## src/hw/rtl/lbvs_ram.sv

```systemverilog
// Generic single write port, single read port RAM with registered read.
// Used for the skin matrix storage; no dependencies.
`default_nettype none
module lbvs_ram #(
	parameter int WIDTH = 32,
	parameter int DEPTH = 64
) (
	input  wire logic                                   clk,
	input  wire logic                                   we,
	input  wire logic [(DEPTH > 1 ? $clog2(DEPTH) : 1)-1:0] waddr,
	input  wire logic [WIDTH-1:0]                       wdata,
	input  wire logic                                   re,
	input  wire logic [(DEPTH > 1 ? $clog2(DEPTH) : 1)-1:0] raddr,
	output logic      [WIDTH-1:0]                       rdata
);
	logic [WIDTH-1:0] mem [DEPTH];

	always_ff @(posedge clk) begin
		if (we) begin
			mem[waddr] <= wdata;
		end
		if (re) begin
			rdata <= mem[raddr];
		end
	end
endmodule
`default_nettype wire
```

## config.mk

```make
export PLATFORM = sky130hd
export DESIGN_NAME = lbvs_ram
export DESIGN_NICKNAME = d
export VERILOG_FILES = /design/src/hw/rtl/lbvs_ram.sv
export SDC_FILE = /design/constraint.sdc
export NUM_CORES = 2
export LEC_CHECK = 0
export ABC_CLOCK_PERIOD_IN_PS = 4700
export BUFFER_PORTS_ARGS = -buffer_cell sky130_fd_sc_hd__buf_4
export CAP_MARGIN = 20
export CORE_AREA = 2 2 389 391
export CTS_CLUSTER_SIZE = 14
export DETAILED_ROUTE_END_ITERATION = 8
export DIE_AREA = 0 0 391 393
export PLACE_DENSITY = 0.72
export SETUP_SLACK_MARGIN = 0.05
export SYNTH_ARGS = -nofsm -noshare
export SYNTH_HDL_FRONTEND = slang
export SYNTH_SLANG_ARGS = --single-unit
```

## constraint.sdc

```tcl
create_clock -name clk -period 4.7 [get_ports clk]
set_clock_uncertainty 0.2 [all_clocks]
set_input_delay 1.41 -clock clk [delete_from_list [all_inputs] [get_ports clk]]
set_output_delay 1.41 -clock clk [all_outputs]
set_load 0.05 [all_outputs]
```

* Word level (Yosys, flattened, before mapping) *
Memories as Yosys holds them, arrays and structs flattened. A register that Yosys moved wholly into a read port is not among the register bits.
Cells that the tools add are included.

storage, ports and cells
  register bits after elaboration = 0
  latch bits = 0
  RAM bits = 2048
  ROM bits = 0
  output and inout bits = 32
  word-level logic and storage cells = 3
  memories = 1

operators by class
  add/sub/neg operators = 0
  $mul = 0
  divide/modulo/power cells = 0
  order comparisons = 0
  equal/unequal tests = 0
  shift operators = 0
  mux-type cells = 2
  bitwise gates (word level) = 0
  reduce and logical (&&, ||, !) cells = 0

memories
  memory  depth  width  read ports  clocked after Yosys merged registers in  write ports  RTL line  RTL
  mem     64     32     1           1                                        1            16        logic [WIDTH-1:0] mem [DEPTH];

operators by type and width
  cell              number
  2-to-1 mux 1 bit  2

* Longest topological paths before layout *
  depth after elaboration = 2
  depth in mapped cells = 10

* Worst setup path before layout *
OpenSTA, ideal clock, no wires.

  path type = input -> register
  start point = input port waddr[3] (netlist bit)
  end point = memory mem[48][0], enable pin
  data arrival time = 4.109 ns
  data required time = 4.039 ns
  slack = -0.070 ns
  stages on the path = 4
  buffers on the path = 1
  cells stage by stage = clkbuf_1 -> nor2b_1 -> nand4b_1 -> nor3_1

RTL lines
  item         RTL line  RTL
  from (decl)  10        input wire logic [(DEPTH > 1 ? $clog2(DEPTH) : 1)-1:0] waddr,
  to (decl)    16

No word-level cell before the write port.

==> impl_results.md <==
- Syn Area/Cell: between 20 and 25 µm²
- Total power: 37.8 mW
- First drt pass iteration count: 5
- Gr busiest metal: met2
- WHS Path Cells: 4
- Met2 usage: 41.8%
- Setup crit end: rdata[21]$_DFFE_PP_
- RSZ-0062 raised after global routing: no
- Initial Utilization: a little over half
- Final Hold Vio Count: 0
- Critical path endpoint category: flip-flop
- Vias: 38200
- Die H: a little under 400 µm
- HPWL Detailed: 111 mm
- Max stage delay on crit path: between 0.8 and 0.9 ns
- Critical Path Source: raddr[1]
- Post-route antenna net violation count: 0
- Later-pin clock latency in the skew report: roughly 0.84 ns
- CP top delay family: multiplexers
- Post-CTS resize count: 0
- Arr. time, crit path: 4.18 ns
- CTS tree: done
- Most used flip-flop cell after synthesis: edfxtp_1
- CP dominant cell by count: mux4_2
- Initial antenna violation count: 19
- I/O Pins: 79
- Max rail drop VDD: 0.434 mV
- Largest net degree at the start of global routing: 65
- Met1 GRT Util: 37.3%
- Leak: 28.1 nW
- Worst-Margin Slew: 1.10 ns
- CTS clk-pin slew, worst paths: 0.06 ns
- Root Driver: clkbuf_16
- Setup CP Type: primary input to flip-flop
- Post-layout min period: 3.83 ns
- Layout cells sized above 1: 30.9%
- Slew margin rel.: 27.0%
- P&R area growth vs syn: 14.2%
- Port-buffer cells: 78
- Final Cycle Share: 81.6%
- Worst setup SP type: primary input
- RR Endpoint: rdata[21]$_DFFE_PP_
- Post-synth ARST share: 0%
- First-pass GRT wire length: 286 mm
- Top cells by area, synth: edfxtp_1, mux4_2, mux2i_1
- Wire length per cell: 35.5 µm
- Post-synth top cells: edfxtp_1, mux4_2, nor2_1
- Reg-to-reg startpoint: mem[27][21]$_DFFE_PP_
- CP max stage cell: o22ai_1
- Total grt overflow: 0
- DRT iter0 DRCs: 5598
- Setup TNS: 0 ns
- GR Util met3: 7.56%
- Cts-stage hold buffer count: 0
- # clock sinks: 2080
- Distinct cells, synth: 33
- Syn Inst Count: 3324
- Max-Cap Viols: 0
- Inserted Clock Buffers: 196
- Reg area: 62500 µm²
- Synth Register Bits: 2080
- Std cell rows: 142
- Die area: 154000 µm²
- Worst min path class: flip-flop to flip-flop
- Total wire length: 204 mm
- FF-to-FF path depth: 4
- Syn_nets: 3371
- Die Width: 391 µm
- Footprint of the multi-input gates: 16000 µm²
- GP Congestion: 0.785
- WP data required: about 5 ns
- Synth top area share: 79.2%
- Core area: 149000 µm²
- Setup bufs post-CTS: 0
- Max clock buf depth: 3
- Number of cells on the critical path: 6
- CTS H-tree depth: 4
- Sequential share of the synthesized area: 79.2%
- Top-count cell post-synth: edfxtp_1
- Vias/cell: ~6.7
- Reg2reg setup slack: between 1.5 and 2 ns
- Total number of yosys warnings: 0
- Number of synthesized flops with an enable pin: 2080
- Vias in the first global route: 38200
- Fmax: 261 MHz
- CP cell instances: buf_8 -> buf_4 -> mux4_2 -> mux4_2 -> o22ai_1 -> nor2_1
- GR Util All Layers: between 20% and 30%
- PwrDens: 420 nW/µm²
- Final Max Tran Viols: 0
- Crit path buffers/inverters: 2
- Final net count: 3683
- CP max FO: 50
- Biggest area consumer among synthesized cells: edfxtp_1
- Final setup violation count: 0
- Status: completed
- # DRC: 0
- Mapped cell area: 78800 µm²
- Filler Cell Count: 9972
-- where the power goes --
group / internal (mW) / total, mW / leakage [nW] / switching (mW)
clock: 8.46 / 15.2 / 2.97 / 6.70
sequential: 20.6 / 20.7 / 18.7 / 0.0722
combinational: 0.771 / 2.02 / 6.40 / 1.25
total: 29.8 / 37.8 / 28.1 / 8.02
-- state kept, by name, summed over array words and instances (netlist names) --
register / cells
mem: 2048
rdata: 32
-- logic make-up (layout without fill, tap and decap cells) --
family | after synthesis | count (layout) | share of synthesized area (%)
AOI/OAI and AO/OA | 202 | 202 | 1.67
buffers and inverters | 182 | 650 | 1.12
DFF | 2080 | 2080 | 79.2
muxes | 637 | 637 | 16.7
other | 0 | 4 | 0
and+or+nand+nor | 223 | 223 | 1.26
-- per-stage QoR --
| step | hold slack [ns] | util [%] | setup slack (ns) | instance area [µm²] | instances |
|---|---|---|---|---|---|
| after floorplan | 0.550 | - | 0.438 | 78800 | 3324 |
| after global placement | 0.642 | 56.2 | -0.206 | 83900 | 5381 |
| after detailed placement | 0.667 | 56.2 | 0.0862 | 83900 | 5382 |
| after CTS | 0.679 | 60.3 | 0.960 | 90000 | 5736 |
| after global routing | 0.715 | 60.3 | 0.892 | 90000 | 5737 |
| final | 0.664 | 60.3 | 0.867 | 90000 | 5740 |
-- final cells by class --
type | instances | area share (%)
clock inverter | 112 | 0.956
timing repair buffer | 296 | 3.39
antenna | 4 | 0.0111
clock buffer | 242 | 5.81
tap | 1944 | 2.70
multi-input combinational | 1062 | 17.8
sequential | 2080 | 69.4
-- layer usage --
layer  share of wire (%)  up-vias
met2                  48     2570
li1                    -    14900
met4                 3.2       22
met1                  36    20300
met5               0.068        -
met3                  13      385
-- how the worst min path moves through the flow --
| stage | slack (ns) | start | end |
|---|---|---|---|
| after global placement | 0.64 | mem[28][8]$_DFFE_PP_ | rdata[8]$_DFFE_PP_ |
| after global routing | 0.72 | mem[12][17]$_DFFE_PP_ | rdata[17]$_DFFE_PP_ |
| after CTS | 0.68 | mem[13][17]$_DFFE_PP_ | rdata[17]$_DFFE_PP_ |
| final | 0.66 | mem[13][17]$_DFFE_PP_ | rdata[17]$_DFFE_PP_ |
| after floorplan | 0.55 | mem[12][17]$_DFFE_PP_ | rdata[17]$_DFFE_PP_ |
| after detailed placement | 0.67 | mem[13][17]$_DFFE_PP_ | rdata[17]$_DFFE_PP_ |
-- worst min-delay path, cell delays in order, from the launching register on --
cell      delay, ns
edfxtp_1       0.32
mux2i_1        0.07
nand2_1        0.06
a311oi_1       0.13
nor3_1         0.16
-- cell usage in the layout (no fill, tap or decap), drive strengths merged, types with 4 or more instances in the layout --
| cell | count |
|---|---|
| a21oi | 62 |
| a22oi | 12 |
| a311oi | 8 |
| a41o | 4 |
| and3 | 4 |
| buf | 296 |
| bufinv | 11 |
| clkbuf | 242 |
| clkinv | 91 |
| clkinvlp | 6 |
| diode | 4 |
| edfxtp | 2080 |
| inv | 4 |
| mux2i | 93 |
| mux4 | 544 |
| nand2 | 26 |
| nand2b | 8 |
| nand3 | 5 |
| nand3b | 5 |
| nor2 | 137 |
| nor2b | 15 |
| nor3 | 7 |
| o221ai | 27 |
| o22ai | 84 |
| o32ai | 4 |
| or3b | 5 |
Power figures use the tool's default switching activity.
